[src/hw/rtl/blpsr_pkg.sv]
`default_nettype none
package blpsr_pkg;

  localparam int unsigned CAPACITY = 16;
  localparam int unsigned IDX_W    = (CAPACITY > 1) ? $clog2(CAPACITY) : 1;
  localparam int unsigned CNT_W    = $clog2(CAPACITY + 1);

  localparam int unsigned FUNC_W   = 2;
  localparam int unsigned VALUE_W  = 32;
  localparam int unsigned STATUS_W = 2;
  localparam int unsigned COUNT_W  = 5;

  typedef logic [IDX_W-1:0] idx_t;
  typedef logic [CNT_W-1:0] cnt_t;

  typedef enum logic [FUNC_W-1:0] {
    FN_PUSH   = 2'd0,
    FN_POP    = 2'd1,
    FN_SEARCH = 2'd2,
    FN_REMOVE = 2'd3
  } func_e;

  typedef enum logic [STATUS_W-1:0] {
    ST_OK   = 2'd0,
    ST_MISS = 2'd1,
    ST_FULL = 2'd2
  } status_e;

  typedef enum logic [1:0] {
    S_IDLE,
    S_WALK,
    S_RESP
  } state_e;

  // controller to datapath
  typedef struct packed {
    logic start;
    logic step;
    logic finish;
  } cmd_t;

  // datapath to controller
  typedef struct packed {
    logic walk_done;
  } stat_t;

  // ring index add, both operands below CAPACITY
  function automatic idx_t ring_add(idx_t a, idx_t b);
    logic [IDX_W:0] s;
    s = {1'b0, a} + {1'b0, b};
    if (s >= (IDX_W+1)'(CAPACITY)) begin
      s = s - (IDX_W+1)'(CAPACITY);
    end
    return s[IDX_W-1:0];
  endfunction

  function automatic idx_t ring_dec(idx_t a);
    idx_t r;
    if (a == '0) begin
      r = IDX_W'(CAPACITY - 1);
    end else begin
      r = a - idx_t'(1);
    end
    return r;
  endfunction

  // low bits of the count for the result field
  function automatic logic [COUNT_W-1:0] count_field(cnt_t c);
    logic [31:0] t;
    t = 32'(c);
    return t[COUNT_W-1:0];
  endfunction

endpackage
`default_nettype wire

[src/hw/rtl/blpsr_if.sv]
`default_nettype none
interface blpsr_req_if
  import blpsr_pkg::*;
();
  logic                       valid;
  logic                       ready;
  logic [FUNC_W-1:0]          func;
  logic signed [VALUE_W-1:0]  value;

  modport source (output valid, output func, output value, input ready);
  modport sink   (input valid, input func, input value, output ready);
endinterface

interface blpsr_rsp_if
  import blpsr_pkg::*;
();
  logic                valid;
  logic                ready;
  logic [STATUS_W-1:0] status;
  logic [COUNT_W-1:0]  count;

  modport source (output valid, output status, output count, input ready);
  modport sink   (input valid, input status, input count, output ready);
endinterface
`default_nettype wire

[src/hw/rtl/blpsr_ctrl.sv]
`default_nettype none
module blpsr_ctrl
  import blpsr_pkg::*;
(
  input  wire logic              clk_i,
  input  wire logic              rst_ni,
  input  wire logic              req_valid_i,
  input  wire logic [FUNC_W-1:0] req_func_i,
  output logic                   req_ready_o,
  output logic                   rsp_valid_o,
  input  wire logic              rsp_ready_i,
  input  wire stat_t             stat_i,
  output cmd_t                   cmd_o
);

  state_e state_q, state_d;

  always_ff @(posedge clk_i or negedge rst_ni) begin
    if (!rst_ni) begin
      state_q <= S_IDLE;
    end else begin
      state_q <= state_d;
    end
  end

  always_comb begin
    state_d     = state_q;
    cmd_o       = '0;
    req_ready_o = 1'b0;
    rsp_valid_o = 1'b0;
    unique case (state_q)
      S_IDLE: begin
        req_ready_o = 1'b1;
        if (req_valid_i) begin
          cmd_o.start = 1'b1;
          // push and pop finish at once, search and remove walk the list
          if (func_e'(req_func_i) == FN_PUSH || func_e'(req_func_i) == FN_POP) begin
            state_d = S_RESP;
          end else begin
            state_d = S_WALK;
          end
        end
      end
      S_WALK: begin
        cmd_o.step = 1'b1;
        if (stat_i.walk_done) begin
          cmd_o.finish = 1'b1;
          state_d      = S_RESP;
        end
      end
      S_RESP: begin
        rsp_valid_o = 1'b1;
        if (rsp_ready_i) begin
          state_d = S_IDLE;
        end
      end
      default: state_d = S_IDLE;
    endcase
  end

endmodule
`default_nettype wire

[src/hw/rtl/blpsr_dp.sv]
`default_nettype none
module blpsr_dp
  import blpsr_pkg::*;
(
  input  wire logic                      clk_i,
  input  wire logic                      rst_ni,
  input  wire cmd_t                      cmd_i,
  input  wire logic [FUNC_W-1:0]         func_i,
  input  wire logic signed [VALUE_W-1:0] value_i,
  output stat_t                          stat_o,
  output logic [STATUS_W-1:0]            status_o,
  output logic [COUNT_W-1:0]             count_o
);

  logic [VALUE_W-1:0] mem [CAPACITY];

  idx_t               head_q, head_d;
  cnt_t               count_q, count_d;
  cnt_t               rd_idx_q, rd_idx_d;
  cnt_t               kept_q, kept_d;
  logic               cmp_vld_q, cmp_vld_d;
  logic               found_q, found_d;
  status_e            status_q, status_d;
  func_e              func_q;
  logic [VALUE_W-1:0] value_q;
  logic [VALUE_W-1:0] rd_data_q;

  logic               issue;
  logic               match;
  idx_t               rd_addr;
  logic               we;
  idx_t               waddr;
  logic [VALUE_W-1:0] wdata;

  assign issue   = cmd_i.step && (rd_idx_q < count_q);
  assign match   = cmp_vld_q && (rd_data_q == value_q);
  assign rd_addr = ring_add(head_q, rd_idx_q[IDX_W-1:0]);

  assign stat_o.walk_done = (rd_idx_q >= count_q) && !cmp_vld_q;

  always_comb begin
    head_d    = head_q;
    count_d   = count_q;
    rd_idx_d  = rd_idx_q;
    kept_d    = kept_q;
    cmp_vld_d = 1'b0;
    found_d   = found_q;
    status_d  = status_q;
    we        = 1'b0;
    waddr     = ring_dec(head_q);
    wdata     = VALUE_W'(value_i);

    if (cmd_i.start) begin
      rd_idx_d = '0;
      kept_d   = '0;
      found_d  = 1'b0;
      status_d = ST_OK;
      unique case (func_e'(func_i))
        FN_PUSH: begin
          if (count_q == CNT_W'(CAPACITY)) begin
            status_d = ST_FULL;
          end else begin
            we      = 1'b1;
            head_d  = ring_dec(head_q);
            count_d = count_q + cnt_t'(1);
          end
        end
        FN_POP: begin
          if (count_q == '0) begin
            status_d = ST_MISS;
          end else begin
            head_d  = ring_add(head_q, idx_t'(1));
            count_d = count_q - cnt_t'(1);
          end
        end
        FN_SEARCH, FN_REMOVE: ;
        default: ;
      endcase
    end else if (cmd_i.step) begin
      if (issue) begin
        rd_idx_d = rd_idx_q + cnt_t'(1);
      end
      cmp_vld_d = issue;
      if (match) begin
        found_d = 1'b1;
      end
      // compact survivors toward the front; write slot never passes the read slot
      if (cmp_vld_q && !match && func_q == FN_REMOVE) begin
        we     = 1'b1;
        waddr  = ring_add(head_q, kept_q[IDX_W-1:0]);
        wdata  = rd_data_q;
        kept_d = kept_q + cnt_t'(1);
      end
      if (cmd_i.finish) begin
        status_d = found_q ? ST_OK : ST_MISS;
        if (func_q == FN_REMOVE) begin
          count_d = kept_q;
        end
      end
    end
  end

  always_ff @(posedge clk_i or negedge rst_ni) begin
    if (!rst_ni) begin
      head_q    <= '0;
      count_q   <= '0;
      rd_idx_q  <= '0;
      kept_q    <= '0;
      cmp_vld_q <= 1'b0;
      found_q   <= 1'b0;
      status_q  <= ST_OK;
    end else begin
      head_q    <= head_d;
      count_q   <= count_d;
      rd_idx_q  <= rd_idx_d;
      kept_q    <= kept_d;
      cmp_vld_q <= cmp_vld_d;
      found_q   <= found_d;
      status_q  <= status_d;
    end
  end

  always_ff @(posedge clk_i) begin
    if (cmd_i.start) begin
      func_q  <= func_e'(func_i);
      value_q <= VALUE_W'(value_i);
    end
  end

  always_ff @(posedge clk_i) begin
    if (we) begin
      mem[waddr] <= wdata;
    end
    rd_data_q <= mem[rd_addr];
  end

  assign status_o = status_q;
  assign count_o  = count_field(count_q);

endmodule
`default_nettype wire

[src/hw/rtl/bounded_list_push_search_remove.sv]
// Ordered list of up to CAPACITY signed 32-bit values kept as a ring in a
// single-port-write, single-port-read memory. Each request item carries one
// operation (push front, pop front, search, remove all matches) and yields
// one result item with a status and the count afterwards. One item is in
// flight at a time: push and pop offer the result right after acceptance,
// while search and remove first walk the stored entries, one memory read
// per cycle. After the result is taken, the next request is accepted in
// the following cycle.
`default_nettype none
module bounded_list_push_search_remove
  import blpsr_pkg::*;
(
  input  wire logic   clk_i,
  input  wire logic   rst_ni,
  blpsr_req_if.sink   req_i,
  blpsr_rsp_if.source rsp_o
);

  cmd_t  cmd;
  stat_t stat;

  blpsr_ctrl u_ctrl (
    .clk_i       (clk_i),
    .rst_ni      (rst_ni),
    .req_valid_i (req_i.valid),
    .req_func_i  (req_i.func),
    .req_ready_o (req_i.ready),
    .rsp_valid_o (rsp_o.valid),
    .rsp_ready_i (rsp_o.ready),
    .stat_i      (stat),
    .cmd_o       (cmd)
  );

  blpsr_dp u_dp (
    .clk_i    (clk_i),
    .rst_ni   (rst_ni),
    .cmd_i    (cmd),
    .func_i   (req_i.func),
    .value_i  (req_i.value),
    .stat_o   (stat),
    .status_o (rsp_o.status),
    .count_o  (rsp_o.count)
  );

endmodule
`default_nettype wire

[src/flat_wrapper.sv]
// flat-port wrapper written by rule: the top's interface ports become plain ports
module bounded_list_push_search_remove_flat import blpsr_pkg::*;
  (clk_i, rst_ni, req_i_valid, req_i_func, req_i_value, req_i_ready, rsp_o_valid, rsp_o_status, rsp_o_count, rsp_o_ready);
  blpsr_req_if req_i_i ();
  blpsr_rsp_if rsp_o_i ();
  input  wire logic clk_i;
  input  wire logic rst_ni;
  input wire logic [$bits(req_i_i.valid)-1:0] req_i_valid;
  input wire logic [$bits(req_i_i.func)-1:0] req_i_func;
  input wire logic [$bits(req_i_i.value)-1:0] req_i_value;
  output wire logic [$bits(req_i_i.ready)-1:0] req_i_ready;
  output wire logic [$bits(rsp_o_i.valid)-1:0] rsp_o_valid;
  output wire logic [$bits(rsp_o_i.status)-1:0] rsp_o_status;
  output wire logic [$bits(rsp_o_i.count)-1:0] rsp_o_count;
  input wire logic [$bits(rsp_o_i.ready)-1:0] rsp_o_ready;
  assign req_i_i.valid = req_i_valid;
  assign req_i_i.func = req_i_func;
  assign req_i_i.value = req_i_value;
  assign req_i_ready = req_i_i.ready;
  assign rsp_o_valid = rsp_o_i.valid;
  assign rsp_o_status = rsp_o_i.status;
  assign rsp_o_count = rsp_o_i.count;
  assign rsp_o_i.ready = rsp_o_ready;
  bounded_list_push_search_remove u_core (.clk_i(clk_i), .rst_ni(rst_ni), .req_i(req_i_i), .rsp_o(rsp_o_i));
endmodule
[config.mk]
export PLATFORM = sky130hd
export DESIGN_NAME = bounded_list_push_search_remove_flat
export DESIGN_NICKNAME = d
export VERILOG_FILES = /design/src/hw/rtl/blpsr_pkg.sv /design/src/hw/rtl/blpsr_if.sv /design/src/hw/rtl/blpsr_ctrl.sv /design/src/hw/rtl/blpsr_dp.sv /design/src/hw/rtl/bounded_list_push_search_remove.sv /design/src/flat_wrapper.sv
export SDC_FILE = /design/constraint.sdc
export NUM_CORES = 1
export LEC_CHECK = 0
export BUFFER_PORTS_ARGS = -buffer_cell sky130_fd_sc_hd__buf_2
export CORE_ASPECT_RATIO = 0.7
export CORE_MARGIN = 1.5
export CORE_UTILIZATION = 45
export DETAILED_ROUTE_END_ITERATION = 6
export PLACE_DENSITY = 0.62
export SKIP_CTS_REPAIR_TIMING = 1
export SLEW_MARGIN = 20
export SYNTH_ARGS = -nofsm -noshare
export SYNTH_HDL_FRONTEND = slang
export SYNTH_SLANG_ARGS = --single-unit
[constraint.sdc]
create_clock -name clk_i -period 5.7 [get_ports clk_i]
set_input_delay 1.14 -clock clk_i [delete_from_list [all_inputs] [get_ports clk_i]]
set_output_delay 1.14 -clock clk_i [all_outputs]
set_load 0.05 [all_outputs]
# Yosys cells after proc, flatten, opt, wreduce, memory -nomap -nowiden
# Memory sizes are Yosys's and may differ from the RTL's. A register that Yosys moved wholly into a read port is not among the register bits.
# Cells that the tools add are included.
[word_totals]
reg_bits = 59
latch_bits = 0
ram_bits = 512
rom_bits = 0
input_bits = 38
output_inout_bits = 9
word_cells = 123
mem_count = 1
[memory_table]
columns = ["name", "depth", "width", "read_ports", "rd_ports_with_merged_regs", "write_ports", "line_no", "text"]
rows = [
  ["u_core.u_dp.mem", 16, 32, 1, 1, 1, "blpsr_dp.sv:15", "logic [VALUE_W-1:0] mem [CAPACITY];"],
]
[op_classes]
add_sub_neg = 11
n_mul = 0
div = 0
n_lt_le_gt_ge = 5
n_eq_ne = 14
n_shift = 0
mux = 56
n_bitwise = 0
n_reduce_logical = 26
[ops]
columns = ["cell", "count"]
rows = [
  ["$mux 32", 3],
  ["$mux 5", 12],
  ["$mux 4", 9],
  ["$eq 32x32->1", 1],
  ["$mux 1", 19],
  ["$mux 2", 9],
  ["$sub 4x1->4 const B", 4],
  ["$add 5x1->5 const B", 3],
  ["$ge 5x5->1 const B", 3],
  ["$reduce_bool 2->1", 7],
  ["$add 4x4->5", 2],
  ["$pmux 5 s2", 1],
  ["$ne 3x3->1 const B", 3],
  ["$ne 2x2->1 const B", 4],
  ["$pmux 4 s2", 1],
  ["$reduce_and 2->1", 4],
  ["$pmux 2 s3", 1],
  ["$reduce_and 6->1", 1],
  ["$add 4x1->5 const B", 1],
  ["$eq 5x5->1 const B", 1],
  ["$ge 5x5->1", 1],
  ["$logic_and 1x1->1", 5],
  ["$logic_not 5->1", 1],
  ["$lt 5x5->1", 1],
  ["11 further kinds", 15],
]

# Logic depth before layout (Yosys ltp)
# Gate-level depths: netlist of the first run.
[depth]
depth_word = 10
ltp_mapped = 10
depth_no_buf = 9

# Cells and area by module
# Synthesis of the first run repeated with hierarchy kept, for this count alone.
[hier_totals]
cells_unflattened = 1228
area_unflattened_um2 = 23936.7
[modules_own_cells]
columns = ["mod", "n_inst", "cells_each", "area_each_um2"]
rows = [
  ["blpsr_dp", 1, 1215, 23811.6],
  ["blpsr_ctrl", 1, 13, 125.1],
]

# Worst setup path after synthesis of the first run
# No wires, ideal clock.
[synth_path]
kind = "register to register"
from = "register u_core.u_dp.head_q[0]"
to = "memory u_core.u_dp.mem[1][0], enable pin"
setup_time_ns = 0.472
t_arrival_ns = 4.009
t_required_ns = 5.228
slack_ns = 1.219
path_stages_with_launch = 6
n_path_buf = 0
synth_period_minus_slack_ns = 4.481
path_cell_list = "dfrtp_1 -> ha_1 -> fa_1 -> xnor2_1 -> nand3b_1 -> o32ai_1"
[synth_via]
elab_chain_cells = 6
elab_cells_between_ends = 10
cone_classes = "add/sub (3); order compare (1); mux (5); reduce/logical (1)"
[synth_rtl]
columns = ["element", "line_no", "text"]
rows = [
  ["start, declared", "blpsr_dp.sv:17", "idx_t head_q, head_d;"],
  ["start signal, assigned", "blpsr_dp.sv:105", "head_q <= '0;"],
  ["start signal, assigned", "blpsr_dp.sv:113", "head_q <= head_d;"],
  ["$add 4x4->5", "blpsr_pkg.sv:50", "s = {1'b0, a} + {1'b0, b};"],
  ["$sub 4x1->4 / $ge 5x5->1 (equally long branches)", "blpsr_pkg.sv:52, blpsr_pkg.sv:51", ""],
  ["$mux 4", "blpsr_pkg.sv:51", "if (s >= (IDX_W+1)'(CAPACITY)) begin"],
  ["$mux 4", "blpsr_dp.sv:88", "if (cmp_vld_q && !match && func_q == FN_REMOVE) begin"],
  ["$mux 4", "blpsr_dp.sv:79", "end else if (cmd_i.step) begin"],
  ["$mux 4 *", "blpsr_dp.sv:53", "if (cmd_i.start) begin"],
  ["end, declared", "blpsr_dp.sv:15", ""],
]
# Mark *: on every way between the ends. The rest lies on a longest branch, timed or not.

# Worst setup path after layout of the first run
[layout_path]
from = "register u_core.u_dp.value_q[13]"
to = "memory u_core.u_dp.mem[13][13], enable pin"
[layout_via]
elab_chain_cells = 10
elab_cells_between_ends = 13
cone_classes = "eq/ne (1); mux (8); reduce/logical (4)"
[layout_rtl]
columns = ["element", "line_no", "text"]
rows = [
  ["start, declared", "blpsr_dp.sv:25", "logic [VALUE_W-1:0] value_q;"],
  ["start signal, assigned", "blpsr_dp.sv:126", "value_q <= VALUE_W'(value_i);"],
  ["$eq 32x32->1 *", "blpsr_dp.sv:36", "assign match = cmp_vld_q && (rd_data_q == value_q);"],
  ["$logic_and 1x1->1 *", "blpsr_dp.sv:36", ""],
  ["$logic_not 1->1 *", "blpsr_dp.sv:88", ""],
  ["$logic_and 1x1->1 * (2 in series)", "blpsr_dp.sv:88", ""],
  ["$mux 1", "blpsr_dp.sv:88", ""],
  ["$mux 1", "blpsr_dp.sv:79", ""],
  ["$mux 1", "blpsr_dp.sv:53", ""],
  ["$mux 1", "blpsr_dp.sv:131", "if (we) begin"],
  ["$mux 1 (implied by the code)", "blpsr_dp.sv:132", "mem[waddr] <= wdata;"],
]
# Marked as above.

==> results of run 1 <==
==> path summary, 6_finish.rpt <==
path / startpoint / to / depth (start not counted)
worst max-delay path: u_core.u_dp.value_q[13]$_DFFE_PP_ / u_core.u_dp.mem[13][13]$_DFFE_PP_ / 8
worst min-delay path: u_core.u_dp.status_o[0]$_DFFE_PN0P_ / u_core.u_dp.status_o[0]$_DFFE_PN0P_ / 1
worst max register to register: u_core.u_dp.value_q[13]$_DFFE_PP_ / u_core.u_dp.mem[13][13]$_DFFE_PP_ / 8
worst min register to register: u_core.u_dp.status_o[0]$_DFFE_PN0P_ / u_core.u_dp.status_o[0]$_DFFE_PN0P_ / 1
max in group asynchronous: rst_ni / u_core.u_dp.count_o[2]$_DFFE_PN0P_ / 1
min in group asynchronous: rst_ni / u_core.u_dp.head_q[0]$_DFFE_PN0P_ / 1
==> Yosys cell counts (19+ instances only) <==
| master | number |
|---|---|
| a211oi_1 | 32 |
| a31oi_1 | 34 |
| and2_1 | 33 |
| clkbuf_1 | 27 |
| dfrtp_1 | 25 |
| dfxtp_1 | 32 |
| edfxtp_1 | 546 |
| ha_1 | 19 |
| inv_1 | 21 |
| mux2_1 | 34 |
| mux4_2 | 128 |
| nand2_1 | 94 |
| nor2_1 | 19 |
| xnor2_1 | 40 |
==> critical path, cell delays in order, from the launching register on <==
cell and delay, ns:
edfxtp_1 0.38, xnor2_1 0.17, nand4_1 0.31, nor4_2 0.12
buf_4 0.17, a21oi_4 0.70, nand3_1 0.57, o21ai_4 0.96
buf_4 0.32
==> cells by family (layout without fill, tap and decap cells) <==
family,Yosys count,in the layout,share of synthesized area [%]
compound gates,140,140,4.02
xor+xnor,46,46,1.68
fa+ha+maj,22,22,1.24
buf+inv,76,200,1.39
flops,603,603,73.7
mux,169,169,13.9
other cells,0,1,0
simple gates,195,195,4.09
==> registers in the layout, indices dropped and copies added (netlist names) <==
signal and cells:
u_core.u_dp.func_q 2, u_core.u_dp.mem 512, u_core.u_dp.found_q 1, u_core.u_dp.cmp_vld_q 1
u_core.u_dp.status_o 2, u_core.u_dp.value_q 32, u_core.u_dp.count_o 5, u_core.u_dp.rd_idx_q 5
u_core.u_ctrl.state_q 2, u_core.u_dp.head_q 4, u_core.u_dp.kept_q 5, u_core.u_dp.rd_data_q 32
==> per-layer routing <==
| metal | vias up | part of all wire, % | global-route usage (%) |
|---|---|---|---|
| met5 | - | 0 | 0 |
| met4 | 0 | 2.3 | 5.27 |
| met3 | 81 | 7.4 | 4.38 |
| met2 | 397 | 44 | 30.9 |
| met1 | 6458 | 46 | 32.1 |
| li1 | 5212 | - | - |
==> through the flow <==
step / cell area [sq um] / setup WS, ns / instances / hold WS [ns]
final: 27300 / 1.64 / 2060 / 0.516
after global routing: 27300 / 1.42 / 2059 / 0.528
after CTS: 27200 / 1.58 / 2058 / 0.518
after detailed placement: 25400 / 1.44 / 1958 / 0.503
after global placement: 25300 / 1.44 / 1955 / 0.487
after floorplan: 24000 / 1.22 / 1251 / 0.461
==> power by group <==
part / switching [mW] / internal [mW]
Combinational: 3.41 / 2.49
Sequential: 0.215 / 5.19
Clock: 1.59 / 2.18
Total: 5.21 / 9.87
==> cell type report <==
type | instances | area, sq um | share of cell area [%]
Inverter | 21 | 78.8 | 0.289
Tap cell | 684 | 856 | 3.14
Clock buffer | 81 | 1610 | 5.92
Timing Repair Buffer | 79 | 571 | 2.09
Multi-Input combinational cell | 572 | 6240 | 22.9
Sequential cell | 603 | 17700 | 64.8
Antenna cell | 1 | 2.50 | 0.00918
Clock inverter | 19 | 236 | 0.868
==> impl_results.md, run 1 <==
- Async S/R FF share, synth: ~4.1%
- Pwr dens: approximately 550 mW/mm^2
- Design Power: between 15 and 20 mW
- Worst setup EP type: register
- Slew headroom: 30.7%
- Yosys warns: 0
- Tmin final: a little over 4 ns
- Post-synthesis cell area: between 0.02 and 0.025 sq mm
- Vias in the first global route: around 12000
- Final GP Congestion: roughly 0.83
- Critical Path Fanout Max: 25
- Fin Setup TNS: 0 ns
- Vias: between 10000 and 15000
- Unrepaired setup endpoints after global routing: no
- Yosys cell types: 65
- Worst reg2reg setup slack: between 1.5 and 2 ns
- Fillers: ~4200
- Main flop type after synthesis: edfxtp_1
- Initial Util: between 40 and 50%
- Max Slew Vio Count: 0
- Wirelength per Cell: about 27 um
- Largest cells by area after synthesis: edfxtp_1, mux4_2, dfxtp_1
- # DRC: 0
- Row count: 70
- Post-synth EDFFs: roughly 550
- Total routing usage reported by global routing: 21.0%
- First-pass GRT wire length: ~84000 um
- Clk sink count: between 600 and 700
- Fin util: around half
- CTS H-tree depth: 2
- Initial antenna violation count: 3
- Die Span Y: 196 um
- Cells after Synth: roughly 1300
- DRT Pass-1 Iters: 5
- Die ar.: roughly 0.055 sq mm
- Drt via density: ~5.9
- Yosys top cell area share: between 60% and 70%
- Setup crit start kind: register
- Post-Syn Nets: 1311
- Max Clock Freq: 246 MHz
- Post-DRT Antenna Nets: 0
- Syn-to-layout area delta: 13.7%
- CP Class: reg2reg
- Worst Tran Pin Value: 1.04 ns
- Peak supply drop: between 0.4 and 0.5 mV
- Initial DRC Count: roughly 1200
- Leakage: 8.89 nW
- Worst Hold Class: reg2reg
- Clk_skew: between 0.015 and 0.02 ns
- GRT Residual Overflow: 0
- CTS Buf Count: 55
- CTS tree: built
- Port Buffers: 46
- Part of the cycle the worst path needs: a little under three quarters
- Most frequent cells in the layout: edfxtp_1, mux4_2, nand2_1
- Worst EP required: roughly 6 ns
- DP HPWL: between 30000 and 40000 um
- Final hold vios: 0
- Final setup fails: 0
- Synth area leader: edfxtp_1
- Sequential share of the synthesized area: between 70 and 80%
- Fraction of layout cells with a size suffix above 1: roughly a quarter
- Total I/O pin count: 47
- Outcome: completed
- Bufs on Longest Clock Path: 3
- Final nets: ~1400
- Flops & latches, synth: 603
- Clk root buf: clkbuf_16
- Chip width: around 280 um
- # Max-Cap Violations: 0
- Data arrival, critical path: 4.36 ns
- Total Wirelength: about 57000 um
- Clock-pin slew on the worst setup and hold paths: 0.06 ns
- Synth Area per Inst: 19.2 sq um
- Clock latency on the worst-skew pair: between 0.5 and 0.6 ns
- Largest net degree at the start of global routing: between 60 and 70
- CORE AREA: 0.0525 sq mm
- Commonest non-fill, non-tap cell in the layout: edfxtp_1
Power figures use the tool's default switching activity.
==> run 2: changes to the inputs <==
--- a/config.mk
+++ b/config.mk
@@ -5,12 +5,13 @@
 export SDC_FILE = /design/constraint.sdc
 export NUM_CORES = 1
 export LEC_CHECK = 0
+export ABC_AREA = 1
 export BUFFER_PORTS_ARGS = -buffer_cell sky130_fd_sc_hd__buf_2
 export CORE_ASPECT_RATIO = 0.7
 export CORE_MARGIN = 1.5
 export CORE_UTILIZATION = 45
 export DETAILED_ROUTE_END_ITERATION = 6
-export PLACE_DENSITY = 0.62
+export PLACE_DENSITY = 0.65
 export SKIP_CTS_REPAIR_TIMING = 1
 export SLEW_MARGIN = 20
 export SYNTH_ARGS = -nofsm -noshare
==> constraint.sdc (replaced) <==
create_clock -name clk_i -period 3.4 [get_ports clk_i]
set_input_delay 0.68 -clock clk_i [delete_from_list [all_inputs] [get_ports clk_i]]
set_output_delay 0.68 -clock clk_i [all_outputs]
set_load 0.05 [all_outputs]
==> impl_results.md, run 2 <==
- Outcome: completed
- Max reg flops: 512 (unchanged)
- Most instantiated cells after synthesis: edfxtp_1, nand2_1, o21ai_0, inv_1, a21oi_1
- # Max-Cap Violations: 0 (unchanged)
- Bufs on Longest Clock Path: 3 (unchanged)
- Finished Cell Area: 0.0285 sq mm (+4.5%)
- Max incr delay on CP: 0.90 ns (-0.06 ns)
- First-pass GRT wire length: 90300 um (+7.9%)
- Synth area leader: edfxtp_1
- Clock-pin slew on the worst setup and hold paths: 0.07 ns (about the same)
- Yosys warns: 0 (unchanged)
- DP Area: 0.0267 sq mm (+5.2%)
- Clk sink count: 603 (unchanged)
- Commonest non-fill, non-tap cell in the layout: edfxtp_1
- Pwr dens: 893 mW/mm^2 (+61%)
- Post-Syn Nets: 1975 (+51%)
- Final nets: 2067 (+48%)
- Flops & latches, synth: 603 (unchanged)
- Post-DRT Antenna Nets: 0 (unchanged)
- Fillers: 4532 (+8.7%)
- Fin Setup TNS: 0 ns (unchanged)
- Fin util: 52.6% (+0.63 points)
- Vias: 15200 (+26%)
- Count leader, synth: edfxtp_1
- Die ar.: 0.0569 sq mm (+3.9%)
- Slowest CP cell: fa_4
- Cells after Synth: 1915 (+53%)
- Unrepaired setup endpoints after global routing: no
- Largest net degree at the start of global routing: 85 (+31%)
- Multi-input logic area: 0.00619 sq mm (-0.74%)
- Part of the cycle the worst path needs: 87.1% (+16 points)
- Biggest regs: u_core.u_dp.mem: 512 flops, u_core.u_dp.rd_data_q: 32 flops, u_core.u_dp.value_q: 32 flops
- Largest reg by FF count: u_core.u_dp.mem
- Worst Hold Class: in2async
- Sequential share of the synthesized area: 70.8% (-2.8 points)
- Leakage: 10.4 nW (+17%)
- Most frequent cells in the layout: edfxtp_1, nand2_1, o21ai_0
- Initial Util: 46.0% (+0.31 points)
- Post-synth EDFFs: 546 (unchanged)
- Critical Path Most Common Cell: a21oi_1
- Post-synthesis cell area: 0.0249 sq mm (+4.0%)
- Row count: 71 (+1.4%)
- Yosys top cell area share: 65.8% (-2.6 points)
- Register area: 0.0177 sq mm (unchanged)
- Data arrival, critical path: 3.41 ns (-0.95 ns)
- Drt via density: 5.48 (-7.1%)
- Clk_skew: 0.0188 ns (-0.000748 ns)
- Setup crit start kind: register
- CTS Buf Count: 55 (unchanged)
- Clk root buf: clkbuf_16
- DP HPWL: 34700 um (-1.6%)
- Syn-to-layout area delta: 14.3%
- Total I/O pin count: 47 (unchanged)
- Port Buffers: 46 (unchanged)
- # DRC: 0 (unchanged)
- DRT Pass-1 Iters: 6 (+1)
- Synth Area per Inst: 13.0 sq um (-32%)
- Total Wirelength: 59200 um (+4.6%)
- Fraction of layout cells with a size suffix above 1: 12.4% (-12 points)
- Final GP Congestion: 0.815 (-1.7%)
- Total routing usage reported by global routing: 20.9% (-0.13 points)
- Wirelength per Cell: 21.3 um (-23%)
- Die Span Y: 200 um (+2.0%)
- GRT Residual Overflow: 0 (unchanged)
- Worst EP required: 3.85 ns (-2.15 ns)
- Worst setup EP type: register
- Initial antenna violation count: 0 (-3)
- Main flop type after synthesis: edfxtp_1
- Critical Path Fanout Max: 84 (+240%)
- Initial DRC Count: 1460 (+20%)
- Largest cells by area after synthesis: edfxtp_1, mux2i_1, o21ai_0
- Final setup fails: 0 (unchanged)
- Async S/R FF share, synth: 4.15% (unchanged)
- Antenna diodes: 0 (-1)
- Vias in the first global route: 14900 (+21%)
- CP Class: reg2reg
- Tmin final: 2.96 ns (-1.10 ns)
- Clock latency on the worst-skew pair: 0.60 ns (about the same)
- CORE AREA: 0.0542 sq mm (+3.3%)
- Slew headroom: 52.4% (+22 points)
- CTS tree: built
- Worst Tran Pin Value: 0.714 ns (-0.321 ns)
- Peak supply drop: 0.602 mV (+30%)
- Max Clock Freq: 338 MHz (+37%)
- CTS H-tree depth: 2 (unchanged)
- Max Slew Vio Count: 0 (unchanged)
- Cell chain of the critical path: inv_1 -> fa_4 -> buf_12 -> a21oi_1 -> o21ai_0 -> o211ai_1 -> a21oi_1 -> a31oi_1
- Final hold vios: 0 (unchanged)
- Chip width: 284 um (+2.0%)
- Yosys cell types: 43 (-34%)
## run 2: report_power, final
part	internal, mW	total, mW	switching [mW]	leakage, nW
Clock	3.56	6.26	2.71	0.887
Sequential	8.69	9.03	0.345	5.52
Combinational	3.53	10.1	6.62	4.00
Total	15.8	25.4	9.67	10.4
## run 2: cell type report
type | count | area share (%)
inverters | 185 | 2.45
multi-input cells | 1027 | 21.7
clock buffers | 71 | 5.11
repair buffers | 135 | 4.34
clock inverters | 32 | 1.19
flip-flops and latches | 603 | 62.0
well taps | 730 | 3.21
## run 2: worst paths after layout
check	startpoint	end	slack, ns	cells past startpoint
worst max-delay path	u_core.u_dp.head_q[1]$_DFFE_PN0P_	u_core.u_dp.rd_data_q[20]$_DFF_P_	0.44	8
worst min-delay path	rst_ni	u_core.u_dp.count_o[1]$_DFFE_PN0P_	0.08	1
worst max register to register	u_core.u_dp.head_q[1]$_DFFE_PN0P_	u_core.u_dp.rd_data_q[20]$_DFF_P_	0.44	8
worst min register to register	u_core.u_dp.found_q$_DFFE_PN0P_	u_core.u_dp.found_q$_DFFE_PN0P_	0.52	1
max in group asynchronous	rst_ni	u_core.u_dp.head_q[2]$_DFFE_PN0P_	2.91	1
min in group clk_i	req_i_value[14]	u_core.u_dp.value_q[14]$_DFFE_PP_	0.27	1
## run 2: cell families (layout without fill, tap and decap cells)
family                     count (synthesis)  count (layout)  synth area share (%)
AOI/OAI and AO/OA                        500             500                  11.0
buffers and inverters                    285             423                  5.03
and+or+nand+nor                          342             342                  5.49
DFF                                      603             603                  70.8
xor gates and xnor gates                  35              35                  1.29
muxes                                    128             128                  5.14
adders and majority gates                 22              22                  1.19
## run 2: critical path: cells and delay by family (launching register included)
| family | cells | cell delay [ns] |
|---|---|---|
| fa+ha+maj | 1 | 0.90 |
| buf+inv | 2 | 0.52 |
| compound gates | 5 | 0.80 |
| flops | 1 | 0.48 |
## run 2: layer usage
metal	track usage (%)	vias up	share of wire, %
met1	30.8	7567	46
met3	3.34	81	6.9
li1	-	7084	-
met2	32.9	516	45
met5	0	-	0
met4	4.59	0	1.8
## run 2: stage by stage
stage / cells / worst slack, ns / total power [mW] / hold WS, ns
detailed placement: 2680 / 0.514 / 19.3 / 0.500
global route: 2783 / 0.246 / 26.9 / 0.137
global placement: 2680 / 0.558 / 19.1 / 0.483
floorplan: 1915 / 0.0525 / 16.3 / 0.384
CTS: 2783 / 0.496 / 25.5 / 0.0861
finish: 2783 / 0.439 / 25.4 / 0.0793
